==> src/sv/kpd_pkg.sv <==
`timescale 1ns / 1ps

package kpd_pkg;

    localparam int KEY_COUNT         = 5;
    localparam int TICK_COUNTER_BITS = 16;

    localparam int KEY_AW   = (KEY_COUNT > 1) ? $clog2(KEY_COUNT) : 1;
    localparam int CODE_W   = $clog2(KEY_COUNT + 1);
    localparam int TMO_CODE = KEY_COUNT;

    localparam int THR_W  = 16;
    localparam int IDLE_W = 32;
    localparam int CMP_W  = (TICK_COUNTER_BITS > THR_W) ? TICK_COUNTER_BITS : THR_W;

    // event queue: room for the tail of one tick plus one whole new tick
    localparam int MAX_EV          = KEY_COUNT + 1;
    localparam int EVQ_DEPTH       = 2 ** $clog2(2 * MAX_EV + 2);
    localparam int EVQ_AW          = $clog2(EVQ_DEPTH);
    localparam int EVQ_CW          = EVQ_AW + 1;
    localparam int EVQ_STALL_LEVEL = EVQ_DEPTH - 2 * MAX_EV;

    localparam int CFG_IDX_W  = 3;
    localparam int CFG_DATA_W = 32;

    localparam logic [CFG_IDX_W-1:0] REG_ENABLE       = 3'd0;
    localparam logic [CFG_IDX_W-1:0] REG_DEBOUNCE     = 3'd1;
    localparam logic [CFG_IDX_W-1:0] REG_HOLD_DELAY   = 3'd2;
    localparam logic [CFG_IDX_W-1:0] REG_REPEAT       = 3'd3;
    localparam logic [CFG_IDX_W-1:0] REG_IDLE_TIMEOUT = 3'd4;

    localparam logic [1:0] MODE_RELEASED = 2'd0;
    localparam logic [1:0] MODE_HELD     = 2'd1;
    localparam logic [1:0] MODE_REPEAT   = 2'd2;

    localparam int REC_W = 2 + TICK_COUNTER_BITS;

    typedef struct packed {
        logic              enable;
        logic [THR_W-1:0]  debounce;
        logic [THR_W-1:0]  hold_delay;
        logic [THR_W-1:0]  repeat_period;
        logic [IDLE_W-1:0] idle_timeout;
    } cfg_t;

    typedef struct packed {
        logic [1:0]                   mode;
        logic [TICK_COUNTER_BITS-1:0] ticks;
    } key_rec_t;

    typedef struct packed {
        logic [CODE_W-1:0] code;
        logic              rel;
        logic              flush;
        logic              last;
    } evt_t;

endpackage

==> src/sv/keypad_debounce_autorepeat.sv <==
`timescale 1ns / 1ps

// channel | direction | handshake          | word
// in      | input     | in_valid/in_stall   | key_levels
// out     | output    | out_valid/out_stall | key_code, is_release, flush_pending, last_event
// cfg     | input     | cfg_we              | cfg_index, cfg_data
//
// One key per cycle through the key state RAM (one read, one write port); ticks
// follow back to back while the queue has room, and a key result is written in
// the cycle after its read is issued.
// Events leave through a small queue, one word per cycle while out_stall is low.
// Reset clears control state; per-key valid bits stand in for clearing the RAM.
// in_stall is high while a tick is still being scanned or the queue lacks room
// for two ticks of events.

module keypad_debounce_autorepeat (
    input  logic                              clk,
    input  logic                              rst_n,
    input  logic                              in_valid,
    output logic                              in_stall,
    input  logic [kpd_pkg::KEY_COUNT-1:0]     key_levels,
    output logic                              out_valid,
    input  logic                              out_stall,
    output logic [kpd_pkg::CODE_W-1:0]        key_code,
    output logic                              is_release,
    output logic                              flush_pending,
    output logic                              last_event,
    input  logic                              cfg_we,
    input  logic [kpd_pkg::CFG_IDX_W-1:0]     cfg_index,
    input  logic [kpd_pkg::CFG_DATA_W-1:0]    cfg_data
);

    kpd_pkg::cfg_t                cfg_reg, cfg_next;
    logic [1:0]                   push_cnt;
    kpd_pkg::evt_t [2:0]          push_data;
    kpd_pkg::evt_t                head;
    logic [kpd_pkg::EVQ_CW-1:0]   evq_count;

    always_comb
    begin
        cfg_next = cfg_reg;
        if (cfg_we)
        begin
            case (cfg_index)
                kpd_pkg::REG_ENABLE:       cfg_next.enable        = cfg_data[0];
                kpd_pkg::REG_DEBOUNCE:     cfg_next.debounce      = cfg_data[kpd_pkg::THR_W-1:0];
                kpd_pkg::REG_HOLD_DELAY:   cfg_next.hold_delay    = cfg_data[kpd_pkg::THR_W-1:0];
                kpd_pkg::REG_REPEAT:       cfg_next.repeat_period = cfg_data[kpd_pkg::THR_W-1:0];
                kpd_pkg::REG_IDLE_TIMEOUT: cfg_next.idle_timeout  = cfg_data;
                default:                   cfg_next = cfg_reg;
            endcase
        end
    end

    always_ff @(posedge clk or negedge rst_n)
    begin
        if (!rst_n)
        begin
            cfg_reg <= '{enable: 1'b1, debounce: 16'd5, hold_delay: 16'd50,
                         repeat_period: 16'd10, idle_timeout: 32'd6000};
        end
        else
        begin
            cfg_reg <= cfg_next;
        end
    end

    kpd_scan u_scan (
        .clk        (clk),
        .rst_n      (rst_n),
        .cfg        (cfg_reg),
        .in_valid   (in_valid),
        .key_levels (key_levels),
        .in_stall   (in_stall),
        .evq_count  (evq_count),
        .push_cnt   (push_cnt),
        .push_data  (push_data)
    );

    kpd_evq u_evq (
        .clk        (clk),
        .rst_n      (rst_n),
        .push_cnt   (push_cnt),
        .push_data  (push_data),
        .pop        (out_valid && !out_stall),
        .head_valid (out_valid),
        .head       (head),
        .count      (evq_count)
    );

    assign key_code      = head.code;
    assign is_release    = head.rel;
    assign flush_pending = head.flush;
    assign last_event    = head.last;

    a_evq_bound: assert property (@(posedge clk) disable iff (!rst_n)
        evq_count <= kpd_pkg::EVQ_CW'(kpd_pkg::EVQ_DEPTH))
        else $error("event queue overflow");

    a_flush_on_break: assert property (@(posedge clk) disable iff (!rst_n)
        out_valid |-> (flush_pending == is_release))
        else $error("flush flag does not match break event");

    a_timeout_word: assert property (@(posedge clk) disable iff (!rst_n)
        (out_valid && (key_code == kpd_pkg::CODE_W'(kpd_pkg::TMO_CODE)))
            |-> (!is_release && last_event))
        else $error("timeout event is not a final make word");

    a_push_fits: assert property (@(posedge clk) disable iff (!rst_n)
        (push_cnt != 2'd0)
            |-> (evq_count + kpd_pkg::EVQ_CW'(push_cnt) <= kpd_pkg::EVQ_CW'(kpd_pkg::EVQ_DEPTH)))
        else $error("event push exceeds queue room");

endmodule

==> src/sv/kpd_ram.sv <==
`timescale 1ns / 1ps

module kpd_ram #(
    parameter int WIDTH = 8,
    parameter int DEPTH = 4
) (
    input  logic                                       clk,
    input  logic                                       we,
    input  logic [((DEPTH > 1) ? $clog2(DEPTH) : 1)-1:0] waddr,
    input  logic [WIDTH-1:0]                           wdata,
    input  logic                                       re,
    input  logic [((DEPTH > 1) ? $clog2(DEPTH) : 1)-1:0] raddr,
    output logic [WIDTH-1:0]                           rdata
);

    logic [WIDTH-1:0] mem [DEPTH];

    always_ff @(posedge clk)
    begin
        if (we)
        begin
            mem[waddr] <= wdata;
        end
        if (re)
        begin
            rdata <= mem[raddr];
        end
    end

endmodule

==> src/sv/kpd_evq.sv <==
`timescale 1ns / 1ps

module kpd_evq (
    input  logic                        clk,
    input  logic                        rst_n,
    input  logic [1:0]                  push_cnt,
    input  kpd_pkg::evt_t [2:0]         push_data,
    input  logic                        pop,
    output logic                        head_valid,
    output kpd_pkg::evt_t               head,
    output logic [kpd_pkg::EVQ_CW-1:0]  count
);

    kpd_pkg::evt_t                mem_reg [kpd_pkg::EVQ_DEPTH];
    logic [kpd_pkg::EVQ_AW-1:0]   wr_ptr_reg, wr_ptr_next;
    logic [kpd_pkg::EVQ_AW-1:0]   rd_ptr_reg, rd_ptr_next;
    logic [kpd_pkg::EVQ_CW-1:0]   count_reg, count_next;

    assign head_valid = (count_reg != '0);
    assign head       = mem_reg[rd_ptr_reg];
    assign count      = count_reg;

    always_comb
    begin
        wr_ptr_next = wr_ptr_reg + kpd_pkg::EVQ_AW'(push_cnt);
        rd_ptr_next = rd_ptr_reg + kpd_pkg::EVQ_AW'(pop);
        count_next  = count_reg + kpd_pkg::EVQ_CW'(push_cnt) - kpd_pkg::EVQ_CW'(pop);
    end

    always_ff @(posedge clk)
    begin
        for (int j = 0; j < 3; j++)
        begin
            if (j < int'(push_cnt))
            begin
                mem_reg[wr_ptr_reg + kpd_pkg::EVQ_AW'(j)] <= push_data[j];
            end
        end
    end

    always_ff @(posedge clk or negedge rst_n)
    begin
        if (!rst_n)
        begin
            wr_ptr_reg <= '0;
            rd_ptr_reg <= '0;
            count_reg  <= '0;
        end
        else
        begin
            wr_ptr_reg <= wr_ptr_next;
            rd_ptr_reg <= rd_ptr_next;
            count_reg  <= count_next;
        end
    end

endmodule

==> src/sv/kpd_scan.sv <==
`timescale 1ns / 1ps

module kpd_scan (
    input  logic                             clk,
    input  logic                             rst_n,
    input  kpd_pkg::cfg_t                    cfg,
    input  logic                             in_valid,
    input  logic [kpd_pkg::KEY_COUNT-1:0]    key_levels,
    output logic                             in_stall,
    input  logic [kpd_pkg::EVQ_CW-1:0]       evq_count,
    output logic [1:0]                       push_cnt,
    output kpd_pkg::evt_t [2:0]              push_data
);

    localparam logic [kpd_pkg::KEY_AW-1:0] LAST_KEY = kpd_pkg::KEY_AW'(kpd_pkg::KEY_COUNT - 1);
    localparam logic [kpd_pkg::TICK_COUNTER_BITS-1:0] TICK_MAX = '1;
    localparam logic [kpd_pkg::IDLE_W-1:0] IDLE_MAX = '1;

    // read stage
    logic                            s1_valid_reg, s1_valid_next;
    logic [kpd_pkg::KEY_AW-1:0]      s1_idx_reg, s1_idx_next;
    logic [kpd_pkg::KEY_COUNT-1:0]   s1_levels_reg, s1_levels_next;

    // update stage
    logic                            s2_valid_reg, s2_valid_next;
    logic [kpd_pkg::KEY_AW-1:0]      s2_idx_reg, s2_idx_next;
    logic                            s2_pressed_reg, s2_pressed_next;
    logic                            s2_last_reg, s2_last_next;

    logic                            byp_hit_reg, byp_hit_next;
    kpd_pkg::key_rec_t               byp_data_reg, byp_data_next;
    logic [kpd_pkg::KEY_COUNT-1:0]   key_valid_reg, key_valid_next;

    logic                            pend_valid_reg, pend_valid_next;
    kpd_pkg::evt_t                   pend_reg, pend_next;
    logic                            tick_any_reg, tick_any_next;
    logic [kpd_pkg::IDLE_W-1:0]      idle_reg, idle_next;

    logic                            accept, start;
    logic [kpd_pkg::REC_W-1:0]       ram_rdata;
    kpd_pkg::key_rec_t               rec, rec_new;
    logic [kpd_pkg::TICK_COUNTER_BITS-1:0] ticks_inc;
    logic [kpd_pkg::CMP_W-1:0]       inc_ext;
    logic                            ev, ev_rel;
    kpd_pkg::evt_t                   ev_word, tmo_word;
    logic [kpd_pkg::IDLE_W-1:0]      idle_base, idle_inc;
    logic                            tmo;
    logic [1:0]                      n;

    assign in_stall = (s1_valid_reg && (s1_idx_reg != LAST_KEY))
                   || (evq_count > kpd_pkg::EVQ_CW'(kpd_pkg::EVQ_STALL_LEVEL));
    assign accept   = in_valid && !in_stall;
    assign start    = accept && cfg.enable;

    kpd_ram #(
        .WIDTH (kpd_pkg::REC_W),
        .DEPTH (kpd_pkg::KEY_COUNT)
    ) u_key_ram (
        .clk   (clk),
        .we    (s2_valid_reg),
        .waddr (s2_idx_reg),
        .wdata (rec_new),
        .re    (s1_valid_reg),
        .raddr (s1_idx_reg),
        .rdata (ram_rdata)
    );

    always_comb
    begin
        s1_valid_next  = 1'b0;
        s1_idx_next    = s1_idx_reg;
        s1_levels_next = s1_levels_reg;
        if (start)
        begin
            s1_valid_next  = 1'b1;
            s1_idx_next    = '0;
            s1_levels_next = key_levels;
        end
        else if (s1_valid_reg && (s1_idx_reg != LAST_KEY))
        begin
            s1_valid_next = 1'b1;
            s1_idx_next   = s1_idx_reg + 1'b1;
        end

        s2_valid_next   = s1_valid_reg;
        s2_idx_next     = s1_idx_reg;
        s2_pressed_next = s1_levels_reg[s1_idx_reg];
        s2_last_next    = (s1_idx_reg == LAST_KEY);

        // write to the entry being read in the same cycle: forward it
        byp_hit_next  = s1_valid_reg && s2_valid_reg && (s2_idx_reg == s1_idx_reg);
        byp_data_next = rec_new;
    end

    // key update
    always_comb
    begin
        if (byp_hit_reg)
        begin
            rec = byp_data_reg;
        end
        else if (key_valid_reg[s2_idx_reg])
        begin
            rec = kpd_pkg::key_rec_t'(ram_rdata);
        end
        else
        begin
            rec = '{mode: kpd_pkg::MODE_RELEASED, ticks: '0};
        end

        ticks_inc = (rec.ticks == TICK_MAX) ? rec.ticks : rec.ticks + 1'b1;
        inc_ext   = kpd_pkg::CMP_W'(ticks_inc);

        rec_new = rec;
        ev      = 1'b0;
        ev_rel  = 1'b0;
        if ((rec.mode != kpd_pkg::MODE_RELEASED) && !s2_pressed_reg)
        begin
            rec_new = '{mode: kpd_pkg::MODE_RELEASED, ticks: '0};
            ev      = 1'b1;
            ev_rel  = 1'b1;
        end
        else if ((rec.mode == kpd_pkg::MODE_RELEASED) && s2_pressed_reg)
        begin
            if (inc_ext >= kpd_pkg::CMP_W'(cfg.debounce))
            begin
                rec_new = '{mode: kpd_pkg::MODE_HELD, ticks: '0};
                ev      = 1'b1;
            end
            else
            begin
                rec_new.ticks = ticks_inc;
            end
        end
        else if (s2_pressed_reg)
        begin
            if (rec.mode == kpd_pkg::MODE_REPEAT)
            begin
                if (inc_ext >= kpd_pkg::CMP_W'(cfg.repeat_period))
                begin
                    rec_new.ticks = '0;
                    ev            = 1'b1;
                end
                else
                begin
                    rec_new.ticks = ticks_inc;
                end
            end
            else if (inc_ext >= kpd_pkg::CMP_W'(cfg.hold_delay))
            begin
                rec_new = '{mode: kpd_pkg::MODE_REPEAT, ticks: '0};
                ev      = 1'b1;
            end
            else
            begin
                rec_new.ticks = ticks_inc;
            end
        end
    end

    // idle counter and event ordering
    always_comb
    begin
        ev_word  = '{code: kpd_pkg::CODE_W'(s2_idx_reg), rel: ev_rel, flush: ev_rel,
                     last: 1'b0};
        tmo_word = '{code: kpd_pkg::CODE_W'(kpd_pkg::TMO_CODE), rel: 1'b0, flush: 1'b0,
                     last: 1'b1};

        idle_base = (tick_any_reg || ev) ? '0 : idle_reg;
        idle_inc  = (idle_base == IDLE_MAX) ? idle_base : idle_base + 1'b1;
        tmo       = (idle_inc >= cfg.idle_timeout);

        key_valid_next  = key_valid_reg;
        pend_valid_next = pend_valid_reg;
        pend_next       = pend_reg;
        tick_any_next   = tick_any_reg;
        idle_next       = idle_reg;
        push_data       = '0;
        n               = 2'd0;

        if (s2_valid_reg)
        begin
            key_valid_next[s2_idx_reg] = 1'b1;
            if (!s2_last_reg)
            begin
                tick_any_next = tick_any_reg || ev;
                if (ev)
                begin
                    if (pend_valid_reg)
                    begin
                        push_data[0] = pend_reg;
                        n            = 2'd1;
                    end
                    pend_valid_next = 1'b1;
                    pend_next       = ev_word;
                end
            end
            else
            begin
                tick_any_next   = 1'b0;
                pend_valid_next = 1'b0;
                idle_next       = tmo ? '0 : idle_inc;
                if (pend_valid_reg)
                begin
                    push_data[n] = pend_reg;
                    n            = n + 2'd1;
                end
                if (ev)
                begin
                    push_data[n] = ev_word;
                    n            = n + 2'd1;
                end
                if (tmo)
                begin
                    push_data[n] = tmo_word;
                    n            = n + 2'd1;
                end
                if (n != 2'd0)
                begin
                    push_data[n - 2'd1].last = 1'b1;
                end
            end
        end
        push_cnt = n;
    end

    always_ff @(posedge clk)
    begin
        s1_idx_reg     <= s1_idx_next;
        s1_levels_reg  <= s1_levels_next;
        s2_idx_reg     <= s2_idx_next;
        s2_pressed_reg <= s2_pressed_next;
        s2_last_reg    <= s2_last_next;
        byp_data_reg   <= byp_data_next;
        pend_reg       <= pend_next;
    end

    always_ff @(posedge clk or negedge rst_n)
    begin
        if (!rst_n)
        begin
            s1_valid_reg   <= 1'b0;
            s2_valid_reg   <= 1'b0;
            byp_hit_reg    <= 1'b0;
            key_valid_reg  <= '0;
            pend_valid_reg <= 1'b0;
            tick_any_reg   <= 1'b0;
            idle_reg       <= '0;
        end
        else
        begin
            s1_valid_reg   <= s1_valid_next;
            s2_valid_reg   <= s2_valid_next;
            byp_hit_reg    <= byp_hit_next;
            key_valid_reg  <= key_valid_next;
            pend_valid_reg <= pend_valid_next;
            tick_any_reg   <= tick_any_next;
            idle_reg       <= idle_next;
        end
    end

endmodule
==> config.mk <==
export PLATFORM = sky130hd
export DESIGN_NAME = keypad_debounce_autorepeat
export DESIGN_NICKNAME = d
export VERILOG_FILES = /design/src/sv/kpd_pkg.sv /design/src/sv/keypad_debounce_autorepeat.sv /design/src/sv/kpd_ram.sv /design/src/sv/kpd_evq.sv /design/src/sv/kpd_scan.sv
export SDC_FILE = /design/constraint.sdc
export NUM_CORES = 1
export LEC_CHECK = 0
export BUFFER_PORTS_ARGS = -buffer_cell sky130_fd_sc_hd__buf_2
export CORE_MARGIN = 5
export CORE_UTILIZATION = 58
export DETAILED_ROUTE_END_ITERATION = 7
export PLACE_DENSITY = 0.75
export SLEW_MARGIN = 10
export SYNTH_ARGS = -nofsm -noshare
export SYNTH_HDL_FRONTEND = slang
export SYNTH_SLANG_ARGS = --single-unit
==> constraint.sdc <==
create_clock -name clk -period 11.8 [get_ports clk]
set_input_delay 1.77 -clock clk [delete_from_list [all_inputs] [get_ports clk]]
set_output_delay 1.77 -clock clk [all_outputs]
set_load 0.02 [all_outputs]
# [Word-level counts from Yosys, hierarchy flattened]
# Memory sizes are Yosys's and may differ from the RTL's. A register that Yosys moved wholly into a read port is not among the register bits.
# Cells that the tools add are included.
[word_totals] regBits=171 ram_bits=186 inputBits=45 word_cells=178 n_memories=2
[memory_table] name="u_evq.mem_reg" words=16 width=6 rd=1 rd_clocked_by_memory_dff=0 wr=3 line_no="kpd_evq.sv:14" rtl="kpd_pkg::evt_t mem_reg [kpd_pkg::EVQ_DEPTH];"
[memory_table] name="u_scan.u_key_ram.mem" words=5 width=18 rd=1 rd_clocked_by_memory_dff=1 wr=1 line_no="kpd_ram.sv:16" rtl="logic [WIDTH-1:0] mem [DEPTH];"
[classes] addsub=12 order_cmp=17 eq_ne=10 muxes=77 n_bitwise=5 reduce_logical=31
[ops] op="18-bit two-way mux" n=13
[ops] op="32-bit two-way mux" n=3
[ops] op="16-bit two-way mux" n=5
[ops] op="16-bit greater-or-equal comparator" n=3
[ops] op="6-bit two-way mux" n=7
[ops] op="18-bit bitwise mux" n=2
[ops] op="6-bit demux with 2-bit select" n=3
[ops] op="32-bit by 1-bit adder with 32-bit output (second input constant)" n=1
[ops] op="32-bit == test (second input constant)" n=1
[ops] op="32-bit greater-or-equal comparator" n=1
[ops] op="2-bit two-way mux" n=14
[ops] op="1-bit two-way mux" n=26
[ops] op="16-bit by 1-bit adder with 16-bit output (second input constant)" n=1
[ops] op="16-bit == test (second input constant)" n=1
[ops] op="2-bit AND reduction" n=7
[ops] op="1-bit logical AND" n=12
[ops] op="12-bit two-way mux" n=1
[ops] op="9-bit bitwise AND" n=1
[ops] op="2-bit by 3-bit < comparator with 1-bit output (second input constant)" n=3
[ops] op="9-bit NOT" n=1
[ops] op="9-bit OR" n=1
[ops] op="3-bit by 4-bit < comparator with 1-bit output (second input constant)" n=2
[ops] op="1-bit binary-select mux with 3-bit select" n=2
[ops] op="3-bit by 2-bit == test with 1-bit output (second input constant)" n=2
[ops] op="29 further kinds" n=39

# [Logic depth before layout (Yosys ltp)]
# Gate-level depths: netlist of run 1.
[depth] depth_word=29 ltp_mapped=53 depth_no_buf=45

# [By module]
# Synthesis of run 1 repeated with hierarchy kept, for this count alone.
[hier_totals] hier_cells=1983 hier_area_um2=22151.2
[modules_own_cells] mod="kpd_scan" instances=1 cells_each=928 area_each_um2=7450.9 seq_area_each_um2=1841.8
[modules_own_cells] mod="kpd_evq" instances=1 cells_each=659 area_each_um2=7095.6 seq_area_each_um2=3208.1
[modules_own_cells] mod="kpd_ram" instances=1 cells_each=219 area_each_um2=4252.8 seq_area_each_um2=3243.1
[modules_own_cells] mod="keypad_debounce_autorepeat" instances=1 cells_each=177 area_each_um2=3352.0 seq_area_each_um2=2045.7

# [Worst setup path after synthesis of run 1]
# Ideal clock, no wire load.
[synth_timing] path_type="flip-flop to flip-flop" startpoint="register u_scan.s2_idx_reg[1] (netlist bit)" endpoint="register u_evq.count_reg, in the netlist u_evq.count[4]" arrival_time_ns=10.185 slack_ns=1.535 stages_incl_launch_ff=52 path_buffers=7 path_cell_list="dfxtp_1 -> buf_6 -> mux2i_1 -> a211oi_2 -> buf_6 -> o21ai_0 -> o21ai_1 -> ha_1 -> a21boi_0 -> nand3_1 -> or3_1 -> clkbuf_1 -> xnor2_1 -> ha_1 -> nand2b_1 -> a2111oi_0 -> a2111oi_0 -> o31ai_1 -> [16 not listed] -> nor3_1 -> o2111ai_1 -> a41oi_1 -> or2_0 -> clkbuf_1 -> buf_2 -> nor2_1 -> nor3b_1 -> a21oi_1 -> nand2b_1 -> ha_1 -> inv_1 -> ha_1 -> fa_1 -> a21oi_1 -> nor2_1 -> nor2_1 -> xor2_1"
[synth_between] elab_chain_len=24 word_cells_on_any_way=40 classes_between="add/sub (5); order compare (4); eq/ne (3); mux (23); reduce/logical (5)"
[synth_lines] element="from (decl)" line_no="kpd_scan.sv:26" rtl="logic [kpd_pkg::KEY_AW-1:0] s2_idx_reg, s2_idx_next;"
[synth_lines] element="from (signal assigned)" line_no="kpd_scan.sv:231" rtl="s2_idx_reg <= s2_idx_next;"
[synth_lines] element="1-bit binary-select mux with 3-bit select (*)" line_no="kpd_scan.sv:102" rtl="else if (key_valid_reg[s2_idx_reg])"
[synth_lines] element="1-bit two-way mux (not written as such) (*)" line_no="kpd_scan.sv:102"
[synth_lines] element="18-bit two-way mux (*)" line_no="kpd_scan.sv:102"
[synth_lines] element="18-bit two-way mux (*)" line_no="kpd_scan.sv:98" rtl="if (byp_hit_reg)"
[synth_lines] element="16-bit by 1-bit adder with 16-bit output / 16-bit == test (equally long branches)" line_no="kpd_scan.sv:111" rtl="ticks_inc = (rec.ticks == TICK_MAX) ? rec.ticks : rec.ticks + 1'b1;"
[synth_lines] element="16-bit two-way mux" line_no="kpd_scan.sv:111"
[synth_lines] element="16-bit greater-or-equal comparator (on tied branches)" line_no="kpd_scan.sv:149, kpd_scan.sv:139"
[synth_lines] element="1-bit two-way mux (on tied branches)" line_no="kpd_scan.sv:149, kpd_scan.sv:139"
[synth_lines] element="[9 not listed]"
[synth_lines] element="2-bit two-way mux" line_no="kpd_scan.sv:213" rtl="if (tmo)"
[synth_lines] element="2-bit two-way mux" line_no="kpd_scan.sv:184" rtl="if (!s2_last_reg)"
[synth_lines] element="2-bit two-way mux" line_no="kpd_scan.sv:181" rtl="if (s2_valid_reg)"
[synth_lines] element="2-bit two-way mux (*)" line_no="kpd_scan.sv:184"
[synth_lines] element="2-bit two-way mux (*)" line_no="kpd_scan.sv:181"
[synth_lines] element="5-bit by 2-bit adder with 5-bit output (*)" line_no="kpd_evq.sv:27" rtl="count_next = count_reg + kpd_pkg::EVQ_CW'(push_cnt) - kpd_pkg::EVQ_CW'(pop);"
[synth_lines] element="5-bit by 1-bit subtractor with 5-bit output (*)" line_no="kpd_evq.sv:27"
[synth_lines] element="named net u_evq.count_next, one bit" line_no="kpd_evq.sv:17" rtl="logic [kpd_pkg::EVQ_CW-1:0] count_reg, count_next;"
[synth_lines] element="to (signal assigned)" line_no="kpd_evq.sv:53" rtl="count_reg <= count_next;"
[synth_lines] element="to (decl)" line_no="kpd_evq.sv:17"
# The timed path passes the listed nets; every way through them passes the cells marked *. The select of a mux whose other input is x is not followed.
# A chain may end at the register's enable or synchronous reset.

==> results of run 1 <==
-- worst register-to-register path, delay by kind of cell (launching register included) --
kind            cells  cell delay (ps)
simple gates       18             4210
xor+xnor            2              360
mux                 1              160
flops               1              480
compound gates     12             4300
fa+ha+maj           4             1230
-- per-layer routing --
layer	GRT usage, %	routed length [microns]
met5	0	0
met4	9.90	1960
met3	4.17	3500
met2	43.3	23700
met1	34.0	20200
-- placed cells by master, fill, tap and decap left out, types with 23 or more instances in the layout --
master / netlist / final
nand2_1: 220 / 220
edfxtp_1: 197 / 197
o21ai_0: 168 / 168
a21oi_1: 135 / 135
dfrtp_1: 121 / 121
nor2_1: 111 / 110
inv_1: 109 / 109
ha_1: 100 / 100
nand3_1: 57 / 57
buf_2: 13 / 51
mux2_2: 44 / 44
a21o_1: 39 / 39
clkbuf_16: 0 / 39
nor3_1: 39 / 38
buf_4: 2 / 31
mux4_2: 29 / 29
or3_1: 27 / 27
xnor2_1: 27 / 27
o211ai_1: 25 / 25
xor2_1: 24 / 24
nor2b_1: 23 / 23
and3_1: 23 / 23
dfxtp_1: 26 / 23
-- worst min path at each step --
stage | startpoint | endpoint | slack, ps | depth (start not counted)
2_1_floorplan | u_scan.s1_idx_reg[1] | u_scan.s2_idx_reg[1] | 380 | 0
3_3_place_gp | u_scan.key_valid_reg[0] | u_scan.key_valid_reg[0] | 450 | 1
3_5_place_dp | u_scan.key_valid_reg[0] | u_scan.key_valid_reg[0] | 450 | 1
4_1_cts | u_scan.key_valid_reg[0] | u_scan.key_valid_reg[0] | 470 | 1
5_1_grt | u_scan.key_valid_reg[4] | u_scan.key_valid_reg[4] | 500 | 1
6_report | u_scan.key_valid_reg[0] | u_scan.key_valid_reg[0] | 470 | 1
-- synth_stat cells, types with 23 or more instances --
library cell / instances
nand2_1: 220
edfxtp_1: 197
o21ai_0: 168
a21oi_1: 135
dfrtp_1: 121
nor2_1: 111
inv_1: 109
ha_1: 100
clkbuf_1: 70
nand3_1: 57
mux2_2: 44
a21o_1: 39
nor3_1: 39
mux4_2: 29
or3_1: 27
xnor2_1: 27
dfxtp_1: 26
o211ai_1: 25
xor2_1: 24
and3_1: 23
nor2b_1: 23
-- stage by stage --
| step | hold slack (ps) | area, sq um | std cells | total power [mW] | worst slack [ps] |
|---|---|---|---|---|---|
| 2_1_floorplan | 381 | 19700 | 1909 | 3.11 | 1540 |
| 3_3_place_gp | 454 | 20400 | 2340 | 3.60 | 782 |
| 3_5_place_dp | 452 | 20400 | 2340 | 3.66 | 298 |
| 4_1_cts | 467 | 21600 | 2411 | 4.81 | 205 |
| 5_1_grt | 504 | 21700 | 2416 | 5.14 | 23.1 |
| 6_report | 471 | 21700 | 2416 | 4.84 | 674 |
-- final cells by class --
cell class | count | share of cell area (%)
inverter | 110 | 1.91
clock inverter | 15 | 0.543
multi-input combinational | 1345 | 42.2
tap | 448 | 2.59
sequential | 359 | 45.5
clock buffer | 56 | 4.98
timing repair buffer | 83 | 2.30
-- repair_timing --
action / 4_1_cts / 5_1_grt
gates resized for setup: 0 / 9
setup buffers: 0 / 5
setup endpoints to repair: 0 / 168
-- logic make-up after synthesis --
kind of cell | after synthesis | synth area share [%]
AO/OA/AOI/OAI | 494 | 15.5
XOR/XNOR | 51 | 2.26
AND/OR/NAND/NOR | 603 | 14.7
buffers and inverters | 205 | 4.10
flip-flops | 359 | 50.0
multiplexers | 95 | 6.96
adder cells (fa/ha/maj) | 102 | 6.55
-- power by group through the flow --
| stage | Sequential [mW] | Combinational (mW) | Clock, mW |
|---|---|---|---|
| after detailed placement | 1.79 | 1.87 | 0 |
| after floorplan | 1.71 | 1.40 | 0 |
| after CTS | 1.76 | 1.89 | 1.16 |
| after global routing | 1.79 | 2.13 | 1.22 |
| after global placement | 1.78 | 1.82 | 0 |
| final | 1.77 | 1.93 | 1.14 |
==> summary.txt, run 1 <==
Clock tree
  – Cts bufs inserted: 39
  – Hold_buf cts: 0
  – H-tree levels: 2
  – Clock sink count: 359
  – Clock Latency Late Sink: ~550 ps
  – Clock Path Buffers: 3
  – Root Driver: clkbuf_16
  – Clock slew at reported path FFs: ~60 ps
  – CTS tree: built

Synth
  – Synth warn: 0
  – Ys async rst share: between 30% and 40%
  – Synth Register Bits: about 360
  – Synth top area cells: edfxtp_1 30%, dfrtp_1 15%, ha_1 6.3%
  – Seq/Total Area, Yosys: 50.0%
  – Post-synth EDFFs: 197
  – Post-Syn Nets: ~2k
  – Unique cell type count in the Yosys netlist: between 80 and 90
  – Cell taking the most area after synthesis: edfxtp_1
  – Mapped Avg Cell Area: just over 10 sq um
  – Top FF cell, synth: edfxtp_1
  – Yosys top cell area share: 30.0%
  – Synthesized cell area: 19700 sq um
  – Synth Instances: roughly 1.9k

Setup path
  – FF-to-FF setup slack: roughly 670 ps
  – Largest stage delay, worst path: ~900 ps
  – Most used cell, CP: ha_1
  – Critical path data arrival time: 11290 ps
  – Reg2Reg Depth: 37
  – Critical Path Sink Type: flop
  – Crit path kind: reg -> reg
  – FF-to-FF End: u_evq.mem_reg[8][3]
  – Delay-heaviest family, CP: compound AO/OA/AOI/OAI gates
  – Setup crit start kind: flop
  – Stages on the worst setup path: 37
  – Crit path max fanout: 10
  – CP max stage cell: o31ai_1
  – WP data required: between 10000 and 15000 ps
  – Worst Setup EP: u_evq.mem_reg[8][3]
  – CP Launch Point: u_scan.s2_idx_reg[1]
  – Crit path buf inv count: 0
  – R2r startpoint: u_scan.s2_idx_reg[1]

Routing
  – Drt first pass iters: 8
  – Vias: around 15k
  – Initial DRC count: 1312
  – Vias/cell: between 6 and 7
  – DR WL/cell: about 20 microns
  – WL final: 49400 microns
  – Antenna Nets Post-Route: 0
  – Residual DRC count: 4

Floorplanning
  – Total core area: 33500 sq um
  – Row Count: between 60 and 70
  – DIE AREA: ~38000 sq um
  – # IOs: between 50 and 60
  – Starting Density: 58.8%
  – DIE WIDTH: between 150 and 200 microns
  – Die Ht: 194 microns

Power
  – Clock power share: between 20% and 30%
  – Net Sw Power: roughly 1.9 mW
  – Flop pwr share: ~37%
  – Maximum VDD drop: 0.000186 V
  – LEAKAGE: ~8.8 nW
  – P_int: approximately 3.0 mW
  – Gate power share: between 30% and 40%
  – Switching part of the total: about two fifths
  – PD cells: between 200 and 250 nW/um^2

STA
  – Max Clock Skew: approximately 18 ps
  – Setup TNS: 0 ps
  – Least-Margin Pin Slew: 1070 ps
  – Minimum clock period: around 11000 ps
  – Final Slew Violations: 0
  – Crit share post-route: approximately 94%
  – Hold Vio Cnt, Final: 0
  – Fmax: approximately 90 MHz
  – Unrepaired setup endpoints after global routing: no
  – Final setup viols: 0
  – Slew margin rel.: between 20% and 30%

Finish
  – FF/Latch Area: slightly below 10000 sq um
  – Layout cells sized above 1: about 14%
  – Final Net Count: 2085
  – ANT cells: 0
  – Area of the multi-input gates: between 9000 and 10000 sq um
  – Area Overhead vs Synth: 9.84%
  – Post-Route Utilization: between 60% and 70%
  – Fillers: between 2k and 3k
  – Max reg flops: 90

Status
  – Failing checks: DRC
  – Status: complete, but fails checks

Place
  – Routability cong.: 0.941
  – # port buffers: 52
  – Post-DP HPWL: 34200 microns

Run
  – Max Cap Violations: 0

Min path
  – Worst min-delay path category: reg -> reg

GRT
  – Number of global-route vias before repair: between 15k and 20k
  – First-pass GRT wire length: roughly 80000 microns
  – Largest net degree at the start of global routing: between 70 and 80
  – Initial antenna violation count: 0
  – Global route overflow: 0
  – Overall Global Routing Usage: ~26%
(Power assumes the default switching activity.)
==> run 2: changes to the inputs <==
--- a/config.mk
+++ b/config.mk
@@ -6,10 +6,11 @@
 export NUM_CORES = 1
 export LEC_CHECK = 0
 export BUFFER_PORTS_ARGS = -buffer_cell sky130_fd_sc_hd__buf_2
+export CAP_MARGIN = 20
 export CORE_MARGIN = 5
 export CORE_UTILIZATION = 58
 export DETAILED_ROUTE_END_ITERATION = 7
-export PLACE_DENSITY = 0.75
+export PLACE_DENSITY_LB_ADDON = 0.3
 export SLEW_MARGIN = 10
 export SYNTH_ARGS = -nofsm -noshare
 export SYNTH_HDL_FRONTEND = slang
==> summary.txt, run 2 (synthesis gave the netlist of run 1 again) <==
GRT
  – Global route overflow: 0
  – Overall Global Routing Usage: between 20% and 30%
  – Initial antenna violation count: 0
  – Number of global-route vias before repair: about 15k
  – First-pass GRT wire length: 81100 microns
  – Largest net degree at the start of global routing: 78

Routing
  – Vias: approximately 15k
  – Vias/cell: around 6.2
  – Antenna Nets Post-Route: 0
  – Initial DRC count: between 1k and 1.5k
  – DR WL/cell: about 21 microns
  – WL final: between 40000 and 50000 microns
  – Residual DRC count: 0
  – Drt first pass iters: 5

Clock tree
  – Clock Path Buffers: 3
  – Root Driver: clkbuf_16
  – H-tree levels: 2
  – Clock Latency Late Sink: roughly 550 ps
  – Cts bufs inserted: 40
  – Clock slew at reported path FFs: 60 ps
  – CTS tree: built
  – Clock sink count: between 300 and 400

Min path
  – Hold depth: 1
  – Hold path start: u_scan.key_valid_reg[2]
  – Worst min-delay path category: reg -> reg
  – Worst Hold Path EP: u_scan.key_valid_reg[2]

Finish
  – Fillers: around 2.6k
  – Area Overhead vs Synth: 10.6%
  – Most common cell after layout, fill and taps aside: nand2_1
  – Layout cells sized above 1: between 10 and 15%
  – Final Non-Filler Cells: around 2.4k
  – ANT cells: 0
  – Final Net Count: about 2.1k
  – Max reg flops: 90
  – Most frequent cells in the layout: 220 x nand2_1, 197 x edfxtp_1, 168 x o21ai_0, 135 x a21oi_1, 121 x dfrtp_1

Power
  – Maximum VDD drop: 0.000225 V
  – Clock power share: between 20% and 30%
  – P_int: 3.06 mW
  – Net Sw Power: 1.86 mW
  – PD cells: between 200 and 250 nW/um^2
  – LEAKAGE: 8.90 nW
  – Gate power share: 38.7%
  – Flop pwr share: 35.8%
  – Switching part of the total: a little under two fifths

Setup path
  – Crit path max fanout: 14
  – Critical path data arrival time: between 10000 and 15000 ps
  – Crit path kind: reg -> reg
  – FF-to-FF End: u_evq.mem_reg[3][0]
  – Critical Path Sink Type: flop
  – FF-to-FF setup slack: 820 ps
  – CP max stage cell: o31ai_1
  – Reg2Reg Depth: 38
  – Setup crit start kind: flop
  – Largest stage delay, worst path: ~780 ps
  – WP data required: 11970 ps
  – R2r startpoint: u_scan.s2_idx_reg[0]

STA
  – Unrepaired setup endpoints after global routing: no
  – Hold Vio Cnt, Final: 0
  – Final Slew Violations: 0
  – Slew margin rel.: between 20% and 30%
  – Least-Margin Pin Slew: ~1200 ps
  – Fmax: between 90 and 100 MHz
  – Crit share post-route: between 90% and 100%
  – Minimum clock period: 10980 ps
  – Max Clock Skew: around 19 ps
  – Setup TNS: 0 ps
  – Final setup viols: 0

Floorplanning
  – Total core area: between 30000 and 40000 sq um
  – Row Count: 67
  – # IOs: 53
  – Starting Density: about 59%
  – DIE AREA: about 38000 sq um
  – DIE WIDTH: just under 200 microns
  – Die Ht: 194 microns

Status
  – Status: completed

Place
  – Placed cells: 2343
  – Post-DP HPWL: ~34000 microns
  – Routability cong.: between 0.9 and 1
  – # port buffers: 52

Run
  – Max Cap Violations: 0
==> run 2: changes by cell type in the layout (fill, tap and decap cells not counted), moves of 2 or more <==
| cell | previous run | this run |
|---|---|---|
| clkbuf_1 | 13 | 7 |
| bufinv_16 | 0 | 4 |
| clkinv_1 | 1 | 4 |
| clkinv_2 | 9 | 6 |
| clkinvlp_4 | 1 | 3 |
| dfxtp_1 | 23 | 25 |
| dfxtp_2 | 3 | 1 |
==> run 2: how the worst max path moves through the flow <==
stage	endpoint	start	slack [ps]
floorplan	u_evq.count[4]	u_scan.s2_idx_reg[1]	1540
global placement	u_evq.count[4]	u_scan.s2_idx_reg[2]	620
detailed placement	u_evq.count[4]	u_scan.s2_idx_reg[2]	200
CTS	u_evq.count[4]	u_scan.s2_idx_reg[2]	150
global route	u_evq.mem_reg[3][4]	u_scan.s2_idx_reg[0]	9
finish	u_evq.mem_reg[3][0]	u_scan.s2_idx_reg[0]	820
==> run 2: through the flow <==
step	util (%)	total power, mW	worst slack [ps]	instance area, sq um	hold slack, ps
6_report	65.1	4.93	819	21800	479
5_1_grt	65.1	5.24	9.41	21800	500
3_5_place_dp	60.9	3.66	202	20400	463
4_1_cts	64.9	4.93	150	21800	481
3_3_place_gp	60.9	3.60	622	20400	456
2_1_floorplan	-	3.11	1540	19700	381
==> run 2: timing repair <==
action                     CTS  global route
setup buffers                0             2
setup endpoints to repair    0           169
hold buffers                 0             0
resized for setup            0             7
==> run 2: final cells by class <==
cell class | count | area [sq um] | share of cell area, %
Tap cell | 448 | 561 | 2.57
Timing Repair Buffer | 85 | 524 | 2.40
Sequential cell | 359 | 9860 | 45.2
Clock buffer | 51 | 1080 | 4.96
Clock inverter | 22 | 250 | 1.15
Inverter | 110 | 413 | 1.89
Multi-Input combinational cell | 1345 | 9130 | 41.8
==> run 2: routing by layer <==
metal / routed length [microns] / GRT usage (%) / part of all wire, % / vias up
li1: - / - / - / 7059
met1: 20600 / 34.5 / 41 / 7259
met2: 24000 / 44.0 / 48 / 565
met3: 2990 / 3.77 / 6.0 / 161
met4: 2070 / 10.6 / 4.2 / 0
met5: 0 / 0 / 0 / -
==> run 2: critical path: cells and delay by family, from the launching register on <==
kind | cells | cell delay (ps)
adder cells (fa/ha/maj) | 4 | 1160
flip-flops | 1 | 540
AND/OR/NAND/NOR | 17 | 3980
AO/OA/AOI/OAI | 14 | 4430
XOR/XNOR | 2 | 270
buffers and inverters | 1 | 210
==> run 2: power by group through the flow <==
stage	registers (mW)	clock network, mW	logic [mW]
3_3_place_gp	1.78	0	1.82
4_1_cts	1.76	1.28	1.89
5_1_grt	1.79	1.34	2.12
2_1_floorplan	1.71	0	1.40
3_5_place_dp	1.79	0	1.88
6_report	1.76	1.26	1.91
==> run 3: changes to the inputs <==
--- a/config.mk
+++ b/config.mk
@@ -9,8 +9,10 @@
 export CAP_MARGIN = 20
 export CORE_MARGIN = 5
 export CORE_UTILIZATION = 58
+export CTS_CLUSTER_DIAMETER = 50
 export DETAILED_ROUTE_END_ITERATION = 7
 export PLACE_DENSITY_LB_ADDON = 0.3
+export REMOVE_ABC_BUFFERS = 1
 export SLEW_MARGIN = 10
 export SYNTH_ARGS = -nofsm -noshare
 export SYNTH_HDL_FRONTEND = slang
==> summary.txt, run 3 (synthesis gave the netlist of run 1 again) <==
Routing
  – Drt first pass iters: 6
  – Vias: between 15k and 20k
  – WL final: slightly below 50000 microns
  – Residual DRC count: 0
  – Antenna Nets Post-Route: 0
  – Initial DRC count: between 1k and 1.5k
  – DR WL/cell: ~21 microns
  – Vias/cell: slightly above 6

Finish
  – Final Net Count: ~2.1k
  – Max reg flops: 90
  – Most common cell after layout, fill and taps aside: nand2_1
  – Area Overhead vs Synth: 11.1%
  – Layout cells sized above 1: 15.2%
  – ANT cells: 0
  – Most frequent cells in the layout: 220 x nand2_1, 197 x edfxtp_1, 168 x o21ai_0, 134 x a21oi_1, 121 x dfrtp_1

Clock tree
  – Clock sink count: ~360
  – H-tree levels: 2
  – Hold_buf cts: 0
  – Cts bufs inserted: 42
  – Clock slew at reported path FFs: about 60 ps
  – Clock Path Buffers: 3
  – Root Driver: clkbuf_16
  – Clock Latency Late Sink: ~550 ps
  – CTS tree: built

Setup path
  – CP max stage cell: nor4_1
  – Most used cell, CP: ha_1
  – WP data required: 11980 ps
  – Reg2Reg Depth: 39
  – Crit path max fanout: 22
  – Crit path kind: reg -> reg
  – FF-to-FF End: u_evq.mem_reg[1][0]
  – FF-to-FF setup slack: around 770 ps
  – R2r startpoint: u_scan.s2_idx_reg[2]
  – Setup crit start kind: flop
  – Largest stage delay, worst path: about 840 ps
  – Critical Path Sink Type: flop
  – Critical path data arrival time: between 10000 and 15000 ps

STA
  – Slew margin rel.: 27.4%
  – Crit share post-route: 93.5%
  – Fin worst setup slack: between 700 and 800 ps
  – Worst hold slack: 472 ps
  – Fmax: just over 90 MHz
  – Least-Margin Pin Slew: roughly 1100 ps
  – Max Clock Skew: ~18 ps
  – Final Slew Violations: 0
  – Hold Vio Cnt, Final: 0
  – Unrepaired setup endpoints after global routing: no
  – Setup TNS: 0 ps
  – Minimum clock period: approximately 11000 ps
  – Final setup viols: 0

Power
  – PD cells: approximately 230 nW/um^2
  – Total Power: around 5.0 mW
  – LEAKAGE: between 8 and 9 nW
  – Maximum VDD drop: 0.000172 V

Place
  – Routability cong.: roughly 0.9
  – Dpl ws: ~180 ps
  – Post-DP HPWL: ~34000 microns
  – # port buffers: 52

Floorplanning
  – DIE WIDTH: a little under 200 microns
  – # IOs: 53
  – DIE AREA: about 38000 sq um
  – Die Ht: 194 microns
  – Row Count: 67
  – Starting Density: slightly below 60%
  – Total core area: about 34000 sq um

Min path
  – Worst min-delay path category: reg -> reg
  – Worst Hold Path EP: u_scan.key_valid_reg[3]
  – Hold path start: u_scan.key_valid_reg[3]
  – Hold depth: 1

Status
  – Status: completed

GRT
  – Grt met2 use: around 44%
  – Number of global-route vias before repair: ~15k
  – Met1 usage: 32.5%
  – Met3 Usage GRT: between 3 and 4%
  – Largest net degree at the start of global routing: 81
  – Global route overflow: 0
  – Overall Global Routing Usage: around a quarter
  – Initial antenna violation count: 1
  – First-pass GRT wire length: slightly below 80000 microns
  – Top Usage Layer GRT: met2

Run
  – Max Cap Violations: 0
-- run 3: changes by cell type in the layout (fill, tap and decap cells not counted), sizes merged --
cell	change
clkinvlp	-1
clkbuf	+2
bufinv	-3
inv	+4
buf	-4
clkinv	+3
-- run 3: metrics by stage --
step	util, %	cell area (sq um)	std cells
floorplan	-	19300	1814
global placement	60.8	20400	2339
detailed placement	60.8	20400	2339
CTS	65.1	21800	2417
global route	65.4	21900	2421
finish	65.4	21900	2421
-- run 3: how the worst max path moves through the flow --
stage	from	end	slack, ps	depth (start not counted)
5_1_grt	u_scan.s2_idx_reg[1]	u_evq.count[4]	50	47
3_3_place_gp	u_scan.s2_idx_reg[2]	u_evq.mem_reg[1][5]	610	39
4_1_cts	u_scan.s2_idx_reg[2]	u_evq.count[4]	30	46
6_report	u_scan.s2_idx_reg[2]	u_evq.mem_reg[1][0]	770	39
3_5_place_dp	u_scan.s2_idx_reg[2]	u_evq.count[4]	180	46
2_1_floorplan	u_scan.s2_idx_reg[1]	u_evq.count[4]	1610	44
-- run 3: metal layers --
metal	wire (microns)	vias up
met4	2020	2
met3	3260	167
met5	13	-
met2	24400	626
li1	-	7053
met1	20000	7217
-- run 3: layout make-up --
cell class / instances / area (sq um)
fill: 2586 / 11600
multi-input combinational: 1345 / 9180
clock buffer: 53 / 1180
sequential: 359 / 9860
inverter: 110 / 413
clock inverter: 25 / 245
tap: 448 / 561
timing repair buffer: 81 / 482
-- run 3: worst max-delay path, delay by kind of cell, from the launching register on --
family / cells / cell delay (ps)
adders and majority gates: 4 / 1170
buffers and inverters: 2 / 390
and+or+nand+nor: 19 / 4750
DFF: 1 / 530
xor gates and xnor gates: 2 / 280
AOI/OAI and AO/OA: 11 / 3310
muxes: 1 / 190
-- run 3: where the power goes --
part           internal [mW]  total [mW]  switching [mW]
registers               1.63        1.77           0.137
clock network          0.753        1.30           0.550
logic                  0.690        1.92            1.23
-- run 3: repair_timing --
item                                    in CTS  in global routing
endpoints found under the setup margin       0                175
resized for setup                            0                 14
buffers inserted                             0                  2
